===== src/hdl/u8s_pkg.sv =====
// u8s_pkg: shared types and constants for the UTF-8 sanitizer.
// Holds the front-to-back request format and queue sizing; no dependencies.
`timescale 1ns / 1ps
`default_nettype none
package u8s_pkg;

  localparam int unsigned Q_DEPTH = 4;
  localparam int unsigned Q_AW    = $clog2(Q_DEPTH);
  localparam int unsigned Q_CW    = $clog2(Q_DEPTH + 1);

  localparam logic [20:0] MIN_LEN2  = 21'h000080;
  localparam logic [20:0] MIN_LEN3  = 21'h000800;
  localparam logic [20:0] MIN_LEN4  = 21'h010000;
  localparam logic [20:0] CODE_MAX  = 21'h10FFFF;
  localparam logic [20:0] SURR_LO   = 21'h00D800;
  localparam logic [20:0] SURR_HI   = 21'h00DFFF;

  localparam logic [2:0] SEQ_LEN2 = 3'd2;
  localparam logic [2:0] SEQ_LEN3 = 3'd3;
  localparam logic [2:0] SEQ_LEN4 = 3'd4;

  // replacement character U+FFFD, bytes in order
  localparam logic [2:0][7:0] REPL_BYTES = {8'hBD, 8'hBF, 8'hEF};
  localparam logic [1:0]      REPL_LAST  = 2'd2;

  // one request: up to four units, each a literal byte or a replacement
  typedef struct packed {
    logic [3:0][7:0] unit_byte;
    logic [3:0]      unit_repl;
    logic [1:0]      last_unit;
    logic            text_end;
  } cmd_t;

endpackage
`default_nettype wire


===== src/hdl/u8s_front.sv =====
// u8s_front: accepts input bytes, tracks the pending sequence and issues
// output requests. Depends on u8s_pkg.
`timescale 1ns / 1ps
`default_nettype none
module u8s_front (
  input  wire logic          clk,
  input  wire logic          rst,
  input  wire logic          accept,
  input  wire logic [7:0]    in_byte,
  input  wire logic          text_end,
  output u8s_pkg::cmd_t      cmd,
  output logic               cmd_push
);
  import u8s_pkg::*;

  logic [2:0][7:0] held_bytes;
  logic [1:0]      held_count, held_count_next;
  logic [2:0]      seq_length, seq_length_next;
  logic [20:0]     code_accum, code_accum_next;

  logic            hold_we;
  logic [1:0]      hold_idx;
  logic            push_c;

  logic            is_cont, is_ascii, lead_hold, complete, seq_ok;
  logic [2:0]      lead_len;
  logic [20:0]     lead_bits, acc_n, minimum;

  always_comb begin
    lead_len  = 3'd0;
    lead_bits = 21'd0;
    if (in_byte[7:5] == 3'b110) begin
      lead_len  = SEQ_LEN2;
      lead_bits = {16'd0, in_byte[4:0]};
    end else if (in_byte[7:4] == 4'b1110) begin
      lead_len  = SEQ_LEN3;
      lead_bits = {17'd0, in_byte[3:0]};
    end else if (in_byte[7:3] == 5'b11110) begin
      lead_len  = SEQ_LEN4;
      lead_bits = {18'd0, in_byte[2:0]};
    end
  end

  assign is_cont   = (in_byte[7:6] == 2'b10);
  assign is_ascii  = ~in_byte[7];
  assign lead_hold = ~is_ascii && (lead_len != 3'd0) && ~text_end;
  assign acc_n     = {code_accum[14:0], in_byte[5:0]};
  assign complete  = ({1'b0, held_count} + 3'd1) >= seq_length;

  always_comb begin
    unique case (seq_length)
      SEQ_LEN2: minimum = MIN_LEN2;
      SEQ_LEN3: minimum = MIN_LEN3;
      default:  minimum = MIN_LEN4;
    endcase
  end

  assign seq_ok = (acc_n >= minimum) && (acc_n <= CODE_MAX) &&
                  ((acc_n < SURR_LO) || (acc_n > SURR_HI));

  always_comb begin
    held_count_next = held_count;
    seq_length_next = seq_length;
    code_accum_next = code_accum;
    hold_we         = 1'b0;
    hold_idx        = 2'd0;
    push_c          = 1'b0;
    cmd.unit_byte   = {in_byte, held_bytes[2], held_bytes[1], held_bytes[0]};
    cmd.unit_byte[held_count] = in_byte;
    cmd.unit_repl   = 4'b1111;
    cmd.last_unit   = held_count;
    cmd.text_end    = text_end;

    if (held_count == 2'd0) begin
      if (is_ascii) begin
        cmd.unit_repl[0] = 1'b0;
        push_c = 1'b1;
      end else if (lead_hold) begin
        hold_we         = 1'b1;
        held_count_next = 2'd1;
        seq_length_next = lead_len;
        code_accum_next = lead_bits;
      end else begin
        push_c = 1'b1;
      end
    end else if (is_cont) begin
      if (complete) begin
        cmd.unit_repl   = {4{~seq_ok}};
        push_c          = 1'b1;
        held_count_next = 2'd0;
        seq_length_next = 3'd0;
        code_accum_next = 21'd0;
      end else if (text_end || held_count == 2'd3) begin
        push_c          = 1'b1;
        held_count_next = 2'd0;
        seq_length_next = 3'd0;
        code_accum_next = 21'd0;
      end else begin
        hold_we         = 1'b1;
        hold_idx        = held_count;
        held_count_next = held_count + 2'd1;
        code_accum_next = acc_n;
      end
    end else begin
      // broken sequence: held bytes become replacements; a lead restarts
      push_c = 1'b1;
      if (is_ascii) begin
        cmd.unit_repl[held_count] = 1'b0;
        held_count_next = 2'd0;
        seq_length_next = 3'd0;
        code_accum_next = 21'd0;
      end else if (lead_hold) begin
        cmd.last_unit   = held_count - 2'd1;
        hold_we         = 1'b1;
        held_count_next = 2'd1;
        seq_length_next = lead_len;
        code_accum_next = lead_bits;
      end else begin
        held_count_next = 2'd0;
        seq_length_next = 3'd0;
        code_accum_next = 21'd0;
      end
    end
  end

  assign cmd_push = accept && push_c;

  always_ff @(posedge clk) begin
    if (rst) begin
      held_count <= 2'd0;
      seq_length <= 3'd0;
      code_accum <= 21'd0;
    end else if (accept) begin
      held_count <= held_count_next;
      seq_length <= seq_length_next;
      code_accum <= code_accum_next;
    end
  end

  always_ff @(posedge clk) begin
    if (accept && hold_we) begin
      held_bytes[hold_idx] <= in_byte;
    end
  end

endmodule
`default_nettype wire


===== src/hdl/u8s_queue.sv =====
// u8s_queue: short request queue between front and back.
// Depends on u8s_pkg for the request type and depth.
`timescale 1ns / 1ps
`default_nettype none
module u8s_queue (
  input  wire logic          clk,
  input  wire logic          rst,
  input  wire logic          wr,
  input  u8s_pkg::cmd_t      wr_data,
  output logic               full,
  input  wire logic          rd,
  output u8s_pkg::cmd_t      rd_data,
  output logic               empty
);
  import u8s_pkg::*;

  cmd_t             slots [Q_DEPTH];
  logic [Q_AW-1:0]  wr_ptr, rd_ptr;
  logic [Q_CW-1:0]  count;
  logic             do_wr, do_rd;

  assign full    = (count == Q_CW'(Q_DEPTH));
  assign empty   = (count == '0);
  assign do_wr   = wr && ~full;
  assign do_rd   = rd && ~empty;
  assign rd_data = slots[rd_ptr];

  always_ff @(posedge clk) begin
    if (rst) begin
      wr_ptr <= '0;
      rd_ptr <= '0;
      count  <= '0;
    end else begin
      if (do_wr) begin
        wr_ptr <= (wr_ptr == Q_AW'(Q_DEPTH - 1)) ? '0 : wr_ptr + Q_AW'(1);
      end
      if (do_rd) begin
        rd_ptr <= (rd_ptr == Q_AW'(Q_DEPTH - 1)) ? '0 : rd_ptr + Q_AW'(1);
      end
      if (do_wr && ~do_rd) begin
        count <= count + Q_CW'(1);
      end else if (do_rd && ~do_wr) begin
        count <= count - Q_CW'(1);
      end
    end
  end

  always_ff @(posedge clk) begin
    if (do_wr) begin
      slots[wr_ptr] <= wr_data;
    end
  end

endmodule
`default_nettype wire


===== src/hdl/u8s_back.sv =====
// u8s_back: expands queued requests into output bytes, one per cycle while pop is high.
// Depends on u8s_pkg.
`timescale 1ns / 1ps
`default_nettype none
module u8s_back (
  input  wire logic          clk,
  input  wire logic          rst,
  input  wire logic          q_empty,
  input  u8s_pkg::cmd_t      q_data,
  output logic               q_pop,
  output logic [7:0]         out_byte,
  output logic               run_last,
  output logic               text_last,
  output logic               empty,
  input  wire logic          pop
);
  import u8s_pkg::*;

  cmd_t       cur;
  logic       cur_valid;
  logic [1:0] unit;
  logic [1:0] sub;
  logic       unit_done, advance, load;

  assign unit_done = cur.unit_repl[unit] ? (sub == REPL_LAST) : 1'b1;
  assign run_last  = cur_valid && unit_done && (unit == cur.last_unit);
  assign text_last = run_last && cur.text_end;
  assign out_byte  = cur.unit_repl[unit] ? REPL_BYTES[sub] : cur.unit_byte[unit];
  assign empty     = ~cur_valid;
  assign advance   = pop && cur_valid;
  assign load      = (~cur_valid || (advance && run_last)) && ~q_empty;
  assign q_pop     = load;

  always_ff @(posedge clk) begin
    if (rst) begin
      cur_valid <= 1'b0;
      unit      <= 2'd0;
      sub       <= 2'd0;
    end else if (load) begin
      cur_valid <= 1'b1;
      unit      <= 2'd0;
      sub       <= 2'd0;
    end else if (advance) begin
      if (run_last) begin
        cur_valid <= 1'b0;
      end else if (unit_done) begin
        unit <= unit + 2'd1;
        sub  <= 2'd0;
      end else begin
        sub <= sub + 2'd1;
      end
    end
  end

  always_ff @(posedge clk) begin
    if (load) begin
      cur <= q_data;
    end
  end

endmodule
`default_nettype wire


===== src/hdl/utf8_sanitizer.sv =====
// utf8_sanitizer: top level; one byte in per cycle while not full, sanitized UTF-8 out.
// With an idle back end, a request is written into the queue and then loaded into the
// output stage, after which its first byte is visible.
// Input rate is one byte per cycle while the four-entry request queue has room;
// output is one byte per cycle while pop is high; a request stays until its last byte.
// Synchronous reset clears the pending sequence, the queue and the output stage.
// Depends on u8s_pkg, u8s_front, u8s_queue, u8s_back.
`timescale 1ns / 1ps
`default_nettype none
module utf8_sanitizer (
  input  wire logic       clk,
  input  wire logic       rst,
  input  wire logic       push,
  output logic            full,
  input  wire logic [7:0] in_byte,
  input  wire logic       text_end,
  output logic            empty,
  input  wire logic       pop,
  output logic [7:0]      out_byte,
  output logic            run_last,
  output logic            text_last
);
  import u8s_pkg::*;

  cmd_t f_cmd, q_cmd;
  logic f_push, q_empty, q_pop, accept;

  assign accept = push && ~full;

  u8s_front u_front (
    .clk      (clk),
    .rst      (rst),
    .accept   (accept),
    .in_byte  (in_byte),
    .text_end (text_end),
    .cmd      (f_cmd),
    .cmd_push (f_push)
  );

  u8s_queue u_queue (
    .clk     (clk),
    .rst     (rst),
    .wr      (f_push),
    .wr_data (f_cmd),
    .full    (full),
    .rd      (q_pop),
    .rd_data (q_cmd),
    .empty   (q_empty)
  );

  u8s_back u_back (
    .clk       (clk),
    .rst       (rst),
    .q_empty   (q_empty),
    .q_data    (q_cmd),
    .q_pop     (q_pop),
    .out_byte  (out_byte),
    .run_last  (run_last),
    .text_last (text_last),
    .empty     (empty),
    .pop       (pop)
  );

endmodule
`default_nettype wire

===== config.mk =====
export PLATFORM = sky130hd
export DESIGN_NAME = utf8_sanitizer
export DESIGN_NICKNAME = d
export VERILOG_FILES = /design/src/hdl/u8s_pkg.sv /design/src/hdl/u8s_front.sv /design/src/hdl/u8s_queue.sv /design/src/hdl/u8s_back.sv /design/src/hdl/utf8_sanitizer.sv
export SDC_FILE = /design/constraint.sdc
export NUM_CORES = 1
export LEC_CHECK = 0
export BUFFER_PORTS_ARGS = -buffer_cell sky130_fd_sc_hd__buf_2
export CORE_ASPECT_RATIO = 1.75
export CORE_MARGIN = 1.5
export CORE_UTILIZATION = 48
export CTS_CLUSTER_SIZE = 16
export DETAILED_ROUTE_END_ITERATION = 7
export PLACE_DENSITY_LB_ADDON = 0.25
export SKIP_CTS_REPAIR_TIMING = 1
export SLEW_MARGIN = 20
export SYNTH_ARGS = -nofsm -noshare
export SYNTH_HDL_FRONTEND = slang
export SYNTH_HIERARCHICAL = 1
export SYNTH_SLANG_ARGS = --single-unit

===== constraint.sdc =====
create_clock -name clk -period 4.1 [get_ports clk]
set_input_delay 0.615 -clock clk [delete_from_list [all_inputs] [get_ports clk]]
set_output_delay 0.615 -clock clk [all_outputs]
set_load 0.01 [all_outputs]

## Yosys cells after proc, flatten, opt, wreduce, memory -nomap -nowiden

Memory sizes are Yosys's and may differ from the RTL's. A register that Yosys moved wholly into a read port is not among the register bits.
Index checks and enable logic that the tools add are counted.

- Bitwise operators: 9
- Equal/unequal tests: 15
- Shift-type cells: 0
- Muxes and demuxes: 83
- Magnitude comparators: 11
- Reduce and logical (&&, ||, !) cells: 34
- $add $sub $neg: 9
- Div/mod/pow operators: 0
- Multipliers: 0

Operators with widths:

| operator | count |
|---|---|
| 2-to-1 mux 15 bit | 9 |
| 2-to-1 mux 3 bit | 15 |
| 2-to-1 mux 8 bit | 5 |
| 2-to-1 mux 2 bit | 18 |
| case mux 17 bit (2 select lines) | 1 |
| binary-select mux 8 bit (select 2 bit) | 2 |
| bitwise mux 32 bit | 1 |
| demux 8 bit (select 2 bit) | 2 |
| bitwise mux 24 bit | 1 |
| 2-to-1 mux 1 bit | 23 |
| >= comparator 21 x 17 -> 1 bit | 1 |
| > comparator 21 x 16 -> 1 bit (second input constant) | 1 |
| <= comparator 21 bit (second input constant) | 1 |
| < comparator 21 x 16 -> 1 bit (second input constant) | 1 |
| logical AND 1 bit | 19 |
| 2-to-1 mux 4 bit | 4 |
| < comparator 2 x 3 -> 1 bit (second input constant) | 4 |
| adder 2 x 1 -> 2 bit (second input constant) | 5 |
| == test 2 bit (second input constant) | 5 |
| inverter 1 bit | 8 |
| == test 3 x 2 -> 1 bit (second input constant) | 2 |
| == test 3 bit (second input constant) | 2 |
| AND reduction 3 bit | 2 |
| nonzero test 2 bit | 3 |
| 22 further kinds | 26 |

- Memories: 1
- Memory bits (writable): 156
- Bits in read-only memories: 0
- Output and inout port bits: 12
- Bits in latches: 0
- Register bits: 56

Memories:

| memory | depth | bits a word | read ports | clocked after memory_dff | wr ports | line | source |
|---|---|---|---|---|---|---|---|
| u_queue.slots | 4 | 39 | 1 | 1 | 1 | u8s_queue.sv:17 | `cmd_t slots [Q_DEPTH];` |

## Logic depth before layout (Yosys ltp)

Gate-level depths: netlist of run 1.

- Depth in word-level cells: 16
- Gate-level depth with buffers: 15
- Gate-level depth less buffers: 15

## By module

Netlist of run 1, hierarchy kept.

Modules (own cells, without submodules):

| module | seq. area each (um^2) | area each (um^2) | instances | cells each |
|---|---|---|---|---|
| u8s_queue | 4,864.7 | 6,113.4 | 1 | 253 |
| u8s_front | 1,121.1 | 2,270.9 | 1 | 185 |
| u8s_back | 1,271.2 | 1,831.8 | 1 | 110 |
| utf8_sanitizer | 0.0 | 13.8 | 1 | 1 |

## Worst setup path after synthesis of run 1

OpenSTA, ideal clock, no wires.

- Path type: register to register
- Start: register u_back.unit[1]
- End: register u_queue.count[2]
- Buffers on the path: 0
- Cell stages (with the launch flop): 12
- Arrival: 4.455 ns
- Slack: -0.425 ns
- Path through: dfxtp_1 mux2i_1 o22ai_2 o31ai_1 nor2b_1 o31ai_2 ha_1 inv_1 fa_1 xor2_1 or3_2 a21oi_1

- Cells in the longest elaborated chain, start to end: 12
- Elaborated cells on any way between the ends: 15
- Classes of those cells: eq/ne (1); mux (4); bitwise (1); reduce/logical (9)

RTL lines:

| element | line | source |
|---|---|---|
| from (decl) | u8s_back.sv:21 | `logic [1:0] unit;` |
| from (signal assigned) | u8s_back.sv:47 | `unit <= unit + 2'd1;` |
| binary-select mux 1 bit (select 2 bit) | u8s_back.sv:25 | `assign unit_done = cur.unit_repl[unit] ? (sub == REPL_LAST) : 1'b1;` |
| 2-to-1 mux 1 bit (not written as such) | u8s_back.sv:25 |  |
| 2-to-1 mux 1 bit | u8s_back.sv:25 |  |
| logical AND 1 bit | u8s_back.sv:26 | `assign run_last = cur_valid && unit_done && (unit == cur.last_unit);` |
| logical AND 1 bit * | u8s_back.sv:26 |  |
| logical AND 1 bit * | u8s_back.sv:31 | `assign load = (~cur_valid \|\| (advance && run_last)) && ~q_empty;` |
| logical OR 1 bit * | u8s_back.sv:31 |  |
| logical AND 1 bit * | u8s_back.sv:31 |  |
| via q_pop | utf8_sanitizer.sv:26 | `logic f_push, q_empty, q_pop, accept;` |
| logical AND 1 bit * | u8s_queue.sv:25 | `assign do_rd = rd && ~empty;` |
| inverter 1 bit | u8s_queue.sv:40 | `if (do_wr && ~do_rd) begin` |
| logical AND 1 bit | u8s_queue.sv:40 |  |
| 2-to-1 mux 3 bit / nonzero test 2 bit (equally long branches) | - |  |
| to (signal assigned) | u8s_queue.sv:41 | `count <= count + Q_CW'(1);` |
| to (signal assigned) | u8s_queue.sv:43 | `count <= count - Q_CW'(1);` |
| to (decl) | u8s_queue.sv:19 | `logic [Q_CW-1:0] count;` |

The timed path passes the listed nets; every way through them passes the cells marked *. The select of a mux whose other input is x is not followed.
A chain may end at the register's enable or synchronous reset.

## Final worst setup path of run 1

- Start: register u_front.held_count[0]
- End: register u_queue.count[2]

- Cells in the longest elaborated chain, start to end: 11
- Elaborated cells on any way between the ends: 16
- Classes of those cells: add/sub (1); order compare (1); eq/ne (1); mux (5); bitwise (1); reduce/logical (7)

RTL lines:

| element | line | source |
|---|---|---|
| from (decl) | u8s_front.sv:17 | `logic [1:0] held_count, held_count_next;` |
| from (signal assigned) | u8s_front.sv:134 | `held_count <= held_count_next;` |
| branches (longest 5 deep; another with adder 2 x 1 -> 3 bit) | - |  |
| 2-to-1 mux 1 bit * | u8s_front.sv:74 | `if (held_count == 2'd0) begin` |
| logical AND 1 bit * | u8s_front.sv:126 | `assign cmd_push = accept && push_c;` |
| via f_push | utf8_sanitizer.sv:26 |  |
| logical AND 1 bit * | u8s_queue.sv:24 | `assign do_wr = wr && ~full;` |
| via u_queue.do_wr | u8s_queue.sv:20 | `logic do_wr, do_rd;` |
| inverter 1 bit | u8s_queue.sv:42 | `end else if (do_rd && ~do_wr) begin` |
| logical AND 1 bit | u8s_queue.sv:42 |  |
| nonzero test 2 bit (no source line) | - |  |

Mark *: on every way through the listed nets, which the timed path passes.

==> key figures, run 1 <==
Setup path
  – CP Depth: 14
  – Reg2reg setup slack: ~0.32 ns
  – Worst Path Required: 4.53 ns
  – Critical path's top delay family: adder cells
  – Worst path slowest cell: dfxtp_1
  – Reg2Reg Depth: 14
  – Critical path class: reg2reg
  – Worst-path cell chain: inv_1, ha_1, ha_1, a311o_1, nor2_1, a211oi_1, inv_1, nor2_2, ha_1, inv_1, fa_1, xor2_1, or3_2, a21oi_1
  – Crit path DAT: roughly 4.2 ns
  – CP max FO: 8
  – Type of origin of the critical path: flip-flop
  – Crit end category: flip-flop
  – Critical path's largest stage delay: 0.48 ns
  – CP bufs+invs: 3

Power and ir drop
  – Worst VDD drop: roughly 0.37 mV
  – Power density cells: 615 nW/um^2
  – Leakage power: roughly 0.0037 uW

Cells and area
  – Fillers: about 1600
  – Final antenna diode count: 0
  – Final Non-Filler Cells: ~850
  – P&R area growth vs syn: 10.7%
  – Final nets: between 600 and 700
  – Share of layout cells above drive strength 1: 0.272
  – Commonest non-fill, non-tap cells in the layout: edfxtp_1, mux4_2, dfxtp_1
  – Commonest non-fill, non-tap cell in the layout: edfxtp_1

Yosys
  – Synth Flop Type: edfxtp_1
  – Sequential area share after synthesis: 0.709
  – Syn Nets: 582
  – Number of enable flip-flop cells after synthesis: between 200 and 250
  – Ys async rst share: 0
  – Post-Syn Area: approximately 10000 sq um
  – Post-Syn Instances: 549
  – Syn Area/Cell: 18.6 sq um
  – Post-synth cell types: 64
  – Seq cells post-synth: between 200 and 300
  – Syn. warnings: 6

Clock network
  – CTS tree: done
  – Root Buffer: clkbuf_16
  – Num CTS Buffers: 22
  – Clock sink count: about 250
  – H-tree depth: 1
  – Worst-Skew Late Latency: 0.50 ns
  – Worst-path clk slew: about 0.06 ns
  – Clk buf depth: 3

STA
  – Final hold vios: 0
  – FMAX: about 260 MHz
  – Worst Tran Pin Value: around 1.1 ns
  – Final min period: 3.78 ns
  – Final Cycle Share: 0.922
  – Setup TNS Final: 0 ns
  – Worst Skew: between 0.007 and 0.008 ns
  – Max-slew violations: 0
  – Count of final setup violators: 0
  – Max transition margin: 0.284
  – RSZ-0062 raised after global routing: false

Global route
  – First-pass GRT wire length: about 30 mm
  – Largest net degree at the start of global routing: 40
  – Number of global-route vias before repair: between 5000 and 6000
  – GRT overflow: 0
  – Initial antenna violation count: 0
  – Total GRT Usage: 0.178

Floorplanning
  – I/O pin cnt: 25
  – Core Area: 20900 sq um
  – Die Span Y: just under 200 um
  – Die width: 113 um
  – Starting Density: 0.489
  – Rows: 70
  – Die area: ~22000 sq um

Status
  – Status: finished, final reports clean

Placed design
  – Inst Count DP: between 800 and 900
  – I/O Buffers: 24
  – DPL Wire Length: approximately 12 mm
  – Routability cong.: around 0.80

Routing
  – Via-to-Cell Ratio: approximately 6
  – DRC: 0
  – Detailed Route Iter0 Violations: around 300
  – Router iterations before antenna repair: 5
  – Vias: 5057
  – DR WL/cell: around 22 um
  – Antenna-violating nets left: 0
  – Post-Route WL: around 19 mm

Worst hold path
  – Worst Hold Path Cells: 1
  – Worst Hold Class: in2reg

Flow run
  – Max_cap viols: 0
[per-stage QoR]
stage | setup WS (ns) | util | instance area (sq um) | hold slack, ns | total power [uW]
2_1_floorplan | 0.402 | - | 10200 | 0.435 | 4570
3_3_place_gp | 0.545 | 0.508 | 10600 | 0.455 | 4980
3_5_place_dp | 0.370 | 0.508 | 10600 | 0.455 | 5060
4_1_cts | 0.348 | 0.541 | 11300 | 0.364 | 7050
5_1_grt | 0.105 | 0.541 | 11300 | 0.378 | 7280
6_report | 0.321 | 0.541 | 11300 | 0.374 | 6970
[area by class of cell]
class                      instances  area (sq um)  share of cell area
clock buffer                      31           606              0.0535
tap                              252           315              0.0279
sequential                       253          7260               0.641
inverter                          23          91.3             0.00807
multi-input combinational        245          2710               0.239
clock inverter                     8          86.3             0.00763
timing repair buffer              35           253              0.0223
[state kept, by name, indices dropped and copies added, names as in the netlist, named ones only]
name,flops
u_back/unit,2
u_queue/wr_ptr,2
u_front/held_bytes,24
u_queue/count,3
u_queue/rd_ptr,2
u_front/code_accum,15
u_back/cur,39
u_queue/slots,156
u_front/held_count,2
u_front/seq_length,3
u_back/cur_valid,1
u_back/sub,2
[report_power, final]
part / total, uW / switching, uW / internal (uW)
clock: 2010 / 853 / 1150
sequential: 3550 / 199 / 3350
combinational: 1410 / 782 / 629
total: 6970 / 1830 / 5130
[final timing paths]
kind | from | end
min | text_end | u_queue/slots[3][0]$_DFFE_PP_
max reg2reg | u_front/held_count[0]$_SDFFE_PP0P_ | u_queue/count[2]$_SDFFE_PP0P_
max | u_front/held_count[0]$_SDFFE_PP0P_ | u_queue/count[2]$_SDFFE_PP0P_
min reg2reg | u_front/seq_length[1]$_SDFFE_PP0P_ | u_front/seq_length[1]$_SDFFE_PP0P_
[cell usage after synthesis (2+ instances only)]
| cell type | count | area, sq um |
|---|---|---|
| edfxtp_1 | 219 | 6580 |
| mux4_2 | 47 | 1060 |
| dfxtp_1 | 34 | 681 |
| mux2_2 | 28 | 315 |
| inv_1 | 22 | 82.6 |
| ha_1 | 19 | 238 |
| buf_4 | 12 | 90.1 |
| nand2_1 | 12 | 45.0 |
| a21oi_1 | 11 | 55.1 |
| a22o_1 | 11 | 96.3 |
| nor2_1 | 11 | 41.3 |
| clkbuf_1 | 8 | 30.0 |
| mux2i_1 | 8 | 80.1 |
| o21ai_0 | 8 | 40.0 |
| a32o_1 | 5 | 50.1 |
| buf_2 | 5 | 25.0 |
| nand3_1 | 5 | 25.0 |
| nor3_1 | 5 | 25.0 |
| or4_1 | 5 | 37.5 |
| and3_2 | 4 | 30.0 |
| nand2b_1 | 4 | 25.0 |
| o21ai_1 | 4 | 20.0 |
| a22oi_1 | 3 | 22.5 |
| and2_1 | 3 | 18.8 |
| buf_6 | 3 | 33.8 |
| o31ai_1 | 3 | 22.5 |
| xnor2_1 | 3 | 26.3 |
| a31oi_1 | 2 | 12.5 |
| and4_1 | 2 | 17.5 |
| nor2b_1 | 2 | 12.5 |
| nor4_1 | 2 | 12.5 |
| o2111ai_1 | 2 | 17.5 |
| o21a_1 | 2 | 15.0 |
| o31ai_2 | 2 | 25.0 |
| or2_2 | 2 | 12.5 |
| or3_1 | 2 | 12.5 |
| xor2_1 | 2 | 17.5 |
[layer usage]
layer	GRT usage	wire length, um	vias up
li1	-	-	2258
met1	0.220	7680	2626
met2	0.319	10100	134
met3	0.0222	728	39
met4	0.0662	549	0
met5	0	0	-
[kinds of logic (layout without fill, tap and decap cells)]
| kind of cell | Yosys count | count (layout) | synth area share |
|---|---|---|---|
| flops | 253 | 253 | 0.709 |
| mux | 83 | 83 | 0.142 |
| xor+xnor | 5 | 5 | 0.00428 |
| simple gates | 75 | 75 | 0.0453 |
| buf+inv | 51 | 97 | 0.0264 |
| fa+ha+maj | 20 | 20 | 0.0252 |
| compound gates | 62 | 62 | 0.0473 |
(Power assumes the default switching activity.)
==> run 2: changes to the inputs <==
Settings changed: CORE_UTILIZATION 48 to 50.
==> key figures, run 2 (synthesized netlist as in run 1, its figures left out) <==
Cells and area
  – Final antenna diode count: 0 (unchanged)
  – P&R area growth vs syn: 10.4%
  – Commonest non-fill, non-tap cells in the layout: edfxtp_1, mux4_2, dfxtp_1
  – Max reg flops: 156 (unchanged)
  – Share of layout cells above drive strength 1: 0.275 (+0.00290)
  – Largest registers: u_queue/slots (156), u_back/cur (39), u_front/held_bytes (24)
  – Finished Core Util: 0.559 (+0.0181)
  – Final nets: 615 (+0.33%)
  – Commonest non-fill, non-tap cell in the layout: edfxtp_1
  – Top reg by flops: u_queue/slots

Clock network
  – CTS tree: done
  – Clock sink count: 253 (unchanged)
  – Clk buf depth: 3 (unchanged)
  – Root Buffer: clkbuf_16
  – Num CTS Buffers: 22 (unchanged)
  – H-tree depth: 1 (unchanged)
  – Worst-Skew Late Latency: 0.51 ns (about the same)
  – Worst-path clk slew: 0.07 ns (about the same)

Power and ir drop
  – Clock Power Share: 0.290 (+0.002)
  – Combinational share of power: 0.199 (-0.004)
  – Leakage power: 0.00366 uW (-0.17%)
  – Net Sw Frac: 0.264 (+0.000746)
  – Worst VDD drop: 0.623 mV (+69%)
  – Internal power: 5110 uW (-0.39%)
  – Sequential share of power: 0.512 (+0.003)
  – Power density cells: 615 nW/um^2 (about the same)
  – Switching pwr: 1830 uW (about the same)

STA
  – Worst Skew: 0.0128 ns (+0.00577 ns)
  – RSZ-0062 raised after global routing: false
  – FMAX: 263 MHz (-0.63%)
  – Final min period: 3.80 ns (+0.0240 ns)
  – Final hold vios: 0 (unchanged)
  – Setup TNS Final: 0 ns (unchanged)
  – Max transition margin: 0.288 (+0.00440)
  – Slack of the critical path: 0.297 ns (-0.0240 ns)
  – Final Cycle Share: 0.927 (+0.00585)
  – Count of final setup violators: 0 (unchanged)
  – Worst Tran Pin Value: 1.06 ns (-0.0154 ns)
  – Max-slew violations: 0 (unchanged)

Setup path
  – CP bufs+invs: 4 (+1)
  – Crit end category: flip-flop
  – Critical path's largest stage delay: 0.47 ns (about the same)
  – CP max FO: 8 (unchanged)
  – Crit path DAT: 4.24 ns (+0.03 ns)
  – Type of origin of the critical path: flip-flop
  – Worst-path cell chain: inv_1, ha_1, ha_1, a311o_1, nor2_1, a211oi_1, buf_4, inv_1, nor2_2, ha_1, inv_1, fa_1, xor2_1, or3_2, a21oi_1
  – Critical path class: reg2reg
  – Worst Path Required: 4.54 ns (about the same)
  – Worst path slowest cell: dfxtp_1
  – Critical path's top delay family: adder cells

Floorplanning
  – Starting Density: 0.506 (+0.0177)
  – Die area: 21400 sq um (-3.9%)
  – Die Span Y: 192 um (-2.0%)
  – Core Area: 20200 sq um (-3.5%)
  – Die width: 111 um (-2.0%)
  – Rows: 69 (-1.4%)
  – I/O pin cnt: 25 (unchanged)

Routing
  – DR WL/cell: 22.5 um (+0.23%)
  – Router iterations before antenna repair: 5 (unchanged)
  – DRC: 0 (unchanged)
  – Antenna-violating nets left: 0 (unchanged)
  – Detailed Route Iter0 Violations: 355 (+19%)
  – Vias: 4996 (-1.2%)
  – Post-Route WL: 19.0 mm (-0.13%)
  – Via-to-Cell Ratio: 5.92 (-0.86%)

Global route
  – Total GRT Usage: 0.185 (+0.00697)
  – GRT overflow: 0 (unchanged)
  – First-pass GRT wire length: 30.2 mm (+0.62%)
  – Initial antenna violation count: 0 (unchanged)
  – Met3 Track Usage GR: 0.0230 (+0.000793)
  – Global route hottest layer: met2
  – Largest net degree at the start of global routing: 40 (unchanged)
  – Number of global-route vias before repair: 5395 (+0.056%)
  – Met2 usage in global routing: 0.342 (+0.0234)
  – GRT met1 Usage: 0.218 (-0.00231)

Worst hold path
  – Worst Hold Class: in2reg

Placed design
  – Routability cong.: 0.830 (+4.0%)
  – DPL Wire Length: 11.7 mm (-4.8%)
  – I/O Buffers: 24 (unchanged)
  – Place WS: 0.338 ns (-0.0325 ns)

Status
  – Status: finished, final reports clean

Flow run
  – Max_cap viols: 0 (unchanged)
[run 2: cell types whose count changed in the layout (fill, tap and decap cells not counted)]
| cell | delta |
|---|---|
| buf_4 | +6 |
| buf_12 | -4 |
| clkinv_2 | -3 |
| clkbuf_1 | -2 |
| clkbuf_8 | +2 |
| clkbuf_16 | -1 |
| clkinv_1 | +1 |
| clkinv_8 | +1 |
| clkinvlp_4 | +1 |
| dfxtp_2 | -1 |
| dfxtp_4 | +1 |
[run 2: area by class of cell]
cell class                      count  area (sq um)
Tap cell                          248           310
Fill cell                        1565          8910
Inverter                           23          91.3
Clock buffer                       30           601
Sequential cell                   253          7260
Multi-Input combinational cell    245          2710
Timing Repair Buffer               37           218
Clock inverter                      8          98.8
[run 2: power by group through the flow]
stage	logic (uW)	clock network, uW	registers (uW)
3_3_place_gp	1380	0	3600
4_1_cts	1410	2060	3570
2_1_floorplan	1090	0	3490
6_report	1380	2010	3550
5_1_grt	1510	2140	3610
3_5_place_dp	1410	0	3620
[run 2: worst paths after layout]
kind                            cells after the start  slack [ns]                                from                                  to
worst min register to register                      2        0.48  u_front/seq_length[1]$_SDFFE_PP0P_  u_front/seq_length[1]$_SDFFE_PP0P_
worst max register to register                     15        0.30  u_front/held_count[0]$_SDFFE_PP0P_       u_queue/count[2]$_SDFFE_PP0P_
worst min-delay path                                1        0.37                            text_end       u_queue/slots[3][0]$_DFFE_PP_
worst max-delay path                               15        0.30  u_front/held_count[0]$_SDFFE_PP0P_       u_queue/count[2]$_SDFFE_PP0P_
[run 2: stage by stage]
step	area (sq um)	hold slack [ns]	power [uW]	instances
floorplan	10200	0.435	4570	549
global route	11300	0.376	7260	844
global placement	10600	0.450	4980	806
CTS	11300	0.351	7040	844
finish	11300	0.365	6950	844
detailed placement	10600	0.474	5030	806
[run 2: metal layers]
metal	wire length, um	vias to the layer above
met1	7540	2567
met2	10000	125
met3	720	43
met5	0	-
li1	-	2261
met4	697	0
[run 2: worst register-to-register path: stages (launching register included)]
cell and delay, ns:
dfxtp_1 0.47, inv_1 0.15, ha_1 0.36, ha_1 0.32, a311o_1 0.32, nor2_1 0.11, a211oi_1 0.23, buf_4 0.18
inv_1 0.07, nor2_2 0.17, ha_1 0.22, inv_1 0.06, fa_1 0.37, xor2_1 0.16, or3_2 0.40, a21oi_1 0.15
==> run 3: changes to the inputs <==
Settings changed: ABC_AREA set to 1, CORE_UTILIZATION 50 to 40.
==> key figures, run 3 <==
Cells and area
  – Final antenna diode count: 0 (unchanged)
  – Max reg flops: 156 (unchanged)
  – Commonest non-fill, non-tap cells in the layout: edfxtp_1, nor2_1, nand2_1
  – Fillers: 2452 (+57%)
  – Top reg by flops: u_queue/slots
  – Commonest non-fill, non-tap cell in the layout: edfxtp_1
  – Share of layout cells above drive strength 1: 0.123 (-0.152)
  – Final nets: 1016 (+65%)
  – P&R area growth vs syn: 9.90%
  – Largest registers: u_queue/slots (156), u_back/cur (39), u_front/held_bytes (24)

Yosys
  – Ys async rst share: 0 (unchanged)
  – Synth Flop Type: edfxtp_1
  – Post-synth top cells: edfxtp_1, nor2_1, nand2_1
  – Synth area leader: edfxtp_1
  – Post-synth cell types: 40 (-38%)
  – Number of enable flip-flop cells after synthesis: 219 (unchanged)
  – Syn. warnings: 6 (unchanged)
  – Synth top area share: 0.600 (-0.0425)
  – Post-Syn Instances: 973 (+77%)
  – Syn Nets: 1006 (+73%)
  – Sequential area share after synthesis: 0.662 (-0.0469)
  – Syn Area/Cell: 11.3 sq um (-40%)
  – Seq cells post-synth: 253 (unchanged)
  – Post-Syn Area: 11000 sq um (+7.1%)
  – Synth top area cells: edfxtp_1, dfxtp_1, nor2_1
  – Most instantiated library cell after synthesis: edfxtp_1

Global route
  – Largest net degree at the start of global routing: 79 (+98%)
  – Number of global-route vias before repair: 6849 (+27%)
  – Initial antenna violation count: 0 (unchanged)
  – GRT overflow: 0 (unchanged)
  – Total GRT Usage: 0.169 (-0.0163)
  – First-pass GRT wire length: 36.5 mm (+21%)

STA
  – Max-slew violations: 0 (unchanged)
  – Final min period: 3.30 ns (-0.507 ns)
  – Final hold vios: 0 (unchanged)
  – Setup TNS Final: 0 ns (unchanged)
  – Final Cycle Share: 0.804 (-0.124)
  – Hold Slack: 0.414 ns (+0.0486 ns)
  – Worst Tran Pin Value: 0.743 ns (-0.316 ns)
  – Count of final setup violators: 0 (unchanged)
  – Worst Skew: 0.0139 ns (+0.00113 ns)
  – Max transition margin: 0.505 (+0.216)
  – RSZ-0062 raised after global routing: false
  – FMAX: 303 MHz (+15%)

Status
  – Status: finished, final reports clean

Worst hold path
  – Worst Hold Class: in2reg
  – Worst Hold Path Cells: 1 (unchanged)
  – Hold path startpoint: text_end
  – Hold EP: u_queue/slots[2][0]$_DFFE_PP_

Routing
  – Antenna-violating nets left: 0 (unchanged)
  – Post-Route WL: 23.6 mm (+24%)
  – Via-to-Cell Ratio: 5.01 (-15%)
  – DR WL/cell: 17.2 um (-23%)
  – Vias: 6859 (+37%)
  – Router iterations before antenna repair: 6 (+1)
  – Detailed Route Iter0 Violations: 367 (+3.4%)
  – DRC: 0 (unchanged)

Setup path
  – CP max FO: 39 (+31)
  – Reg2Reg Depth: 11 (-4)
  – Reg-to-reg endpoint: u_queue/slots[3][33]$_DFFE_PP_
  – Type of origin of the critical path: flip-flop
  – Critical path class: reg2reg
  – RR Startpoint: u_front/held_count[0]$_SDFFE_PP0P_
  – Crit path DAT: 3.43 ns (-0.81 ns)
  – Crit end category: flip-flop
  – Worst Path Required: 4.24 ns (-0.30 ns)
  – Reg2reg setup slack: 0.80 ns (+0.51 ns)

Flow run
  – Max_cap viols: 0 (unchanged)

Floorplanning
  – Starting Density: 0.404 (-0.103)
  – Die area: 28400 sq um (+33%)
  – Rows: 80 (+16%)
  – Die width: 128 um (+15%)
  – Core Area: 27100 sq um (+34%)
  – I/O pin cnt: 25 (unchanged)
  – Die Span Y: 222 um (+15%)

Clock network
  – H-tree depth: 1 (unchanged)
  – Worst-Skew Late Latency: 0.51 ns (about the same)
  – Clk buf depth: 3 (unchanged)
  – CTS tree: done
  – Root Buffer: clkbuf_16
  – Clock sink count: 253 (unchanged)
  – Worst-path clk slew: 0.07 ns (about the same)
  – Num CTS Buffers: 22 (unchanged)

Power and ir drop
  – Worst VDD drop: 0.330 mV (-47%)
  – Leakage power: 0.00436 uW (+19%)
  – Power density cells: 693 nW/um^2 (+13%)

Placed design
  – DPL Wire Length: 16.1 mm (+38%)
  – Routability cong.: 0.831 (about the same)
  – I/O Buffers: 24 (unchanged)
==> run 3: routing by layer <==
layer | routed length [um] | vias up | share of wire | global-route usage
li1 | - | 3388 | - | -
met1 | 8880 | 3286 | 0.38 | 0.180
met2 | 12800 | 137 | 0.54 | 0.317
met3 | 854 | 48 | 0.036 | 0.0239
met4 | 1010 | 0 | 0.043 | 0.0837
met5 | 0 | - | 0 | 0
==> run 3: critical path: stages, from the launching register on <==
cell and delay [ns]:
dfxtp_1 0.40, inv_1 0.14, ha_1 0.36, ha_1 0.33, nand3_1 0.15, nand3_1 0.18, nor2_2 0.06, a21oi_1 0.38
nand2_1 0.13, buf_4 0.19, nor2_4 0.07, buf_4 0.49
==> run 3: cell type report <==
class,count,area (sq um),area share
flip-flops and latches,253,7260,0.603
multi-input cells,596,3080,0.256
clock buffers,32,609,0.0506
well taps,369,462,0.0383
inverters,74,292,0.0242
repair buffers,36,248,0.0206
clock inverters,8,88.8,0.00738
==> run 3: per-stage QoR <==
step                power, uW  utilization  setup slack, ns  std cells  cell area, sq um
floorplan                5660            -          -0.0636        973             11000
CTS                      8420        0.444            0.787       1368             12000
detailed placement       6410        0.418            0.811       1328             11300
global placement         6370        0.418            0.860       1328             11300
finish                   8340        0.444            0.804       1368             12000
global route             8830        0.444            0.492       1368             12000
==> run 3: worst max path at each step <==
stage	depth (start not counted)	startpoint	to	slack, ns
floorplan	10	u_front/held_count[0]$_SDFFE_PP0P_	u_queue/slots[0][0]$_DFFE_PP_	-0.06
global placement	11	u_front/held_count[0]$_SDFFE_PP0P_	u_queue/slots[3][25]$_DFFE_PP_	0.86
detailed placement	11	u_front/held_count[0]$_SDFFE_PP0P_	u_queue/slots[3][25]$_DFFE_PP_	0.81
CTS	11	u_front/held_count[0]$_SDFFE_PP0P_	u_queue/slots[3][10]$_DFFE_PP_	0.79
global route	18	u_front/held_count[0]$_SDFFE_PP0P_	u_queue/count[2]$_SDFFE_PP0P_	0.49
finish	11	u_front/held_count[0]$_SDFFE_PP0P_	u_queue/slots[3][33]$_DFFE_PP_	0.80
==> run 3: power breakdown <==
part           leakage, uW  internal [uW]  total, uW  switching, uW
clock             0.000337           1160       2020            862
combinational      0.00175            732       2520           1790
sequential         0.00228           3590       3800            210
total              0.00436           5480       8340           2860
==> run 3: cell families after synthesis <==
kind of cell               count (synthesis)  synth area share
adders and majority gates                 20            0.0235
and+or+nand+nor                          380             0.155
DFF                                      253             0.662
xor gates and xnor gates                   3           0.00240
AOI/OAI and AO/OA                        193            0.0974
buffers and inverters                    124            0.0589
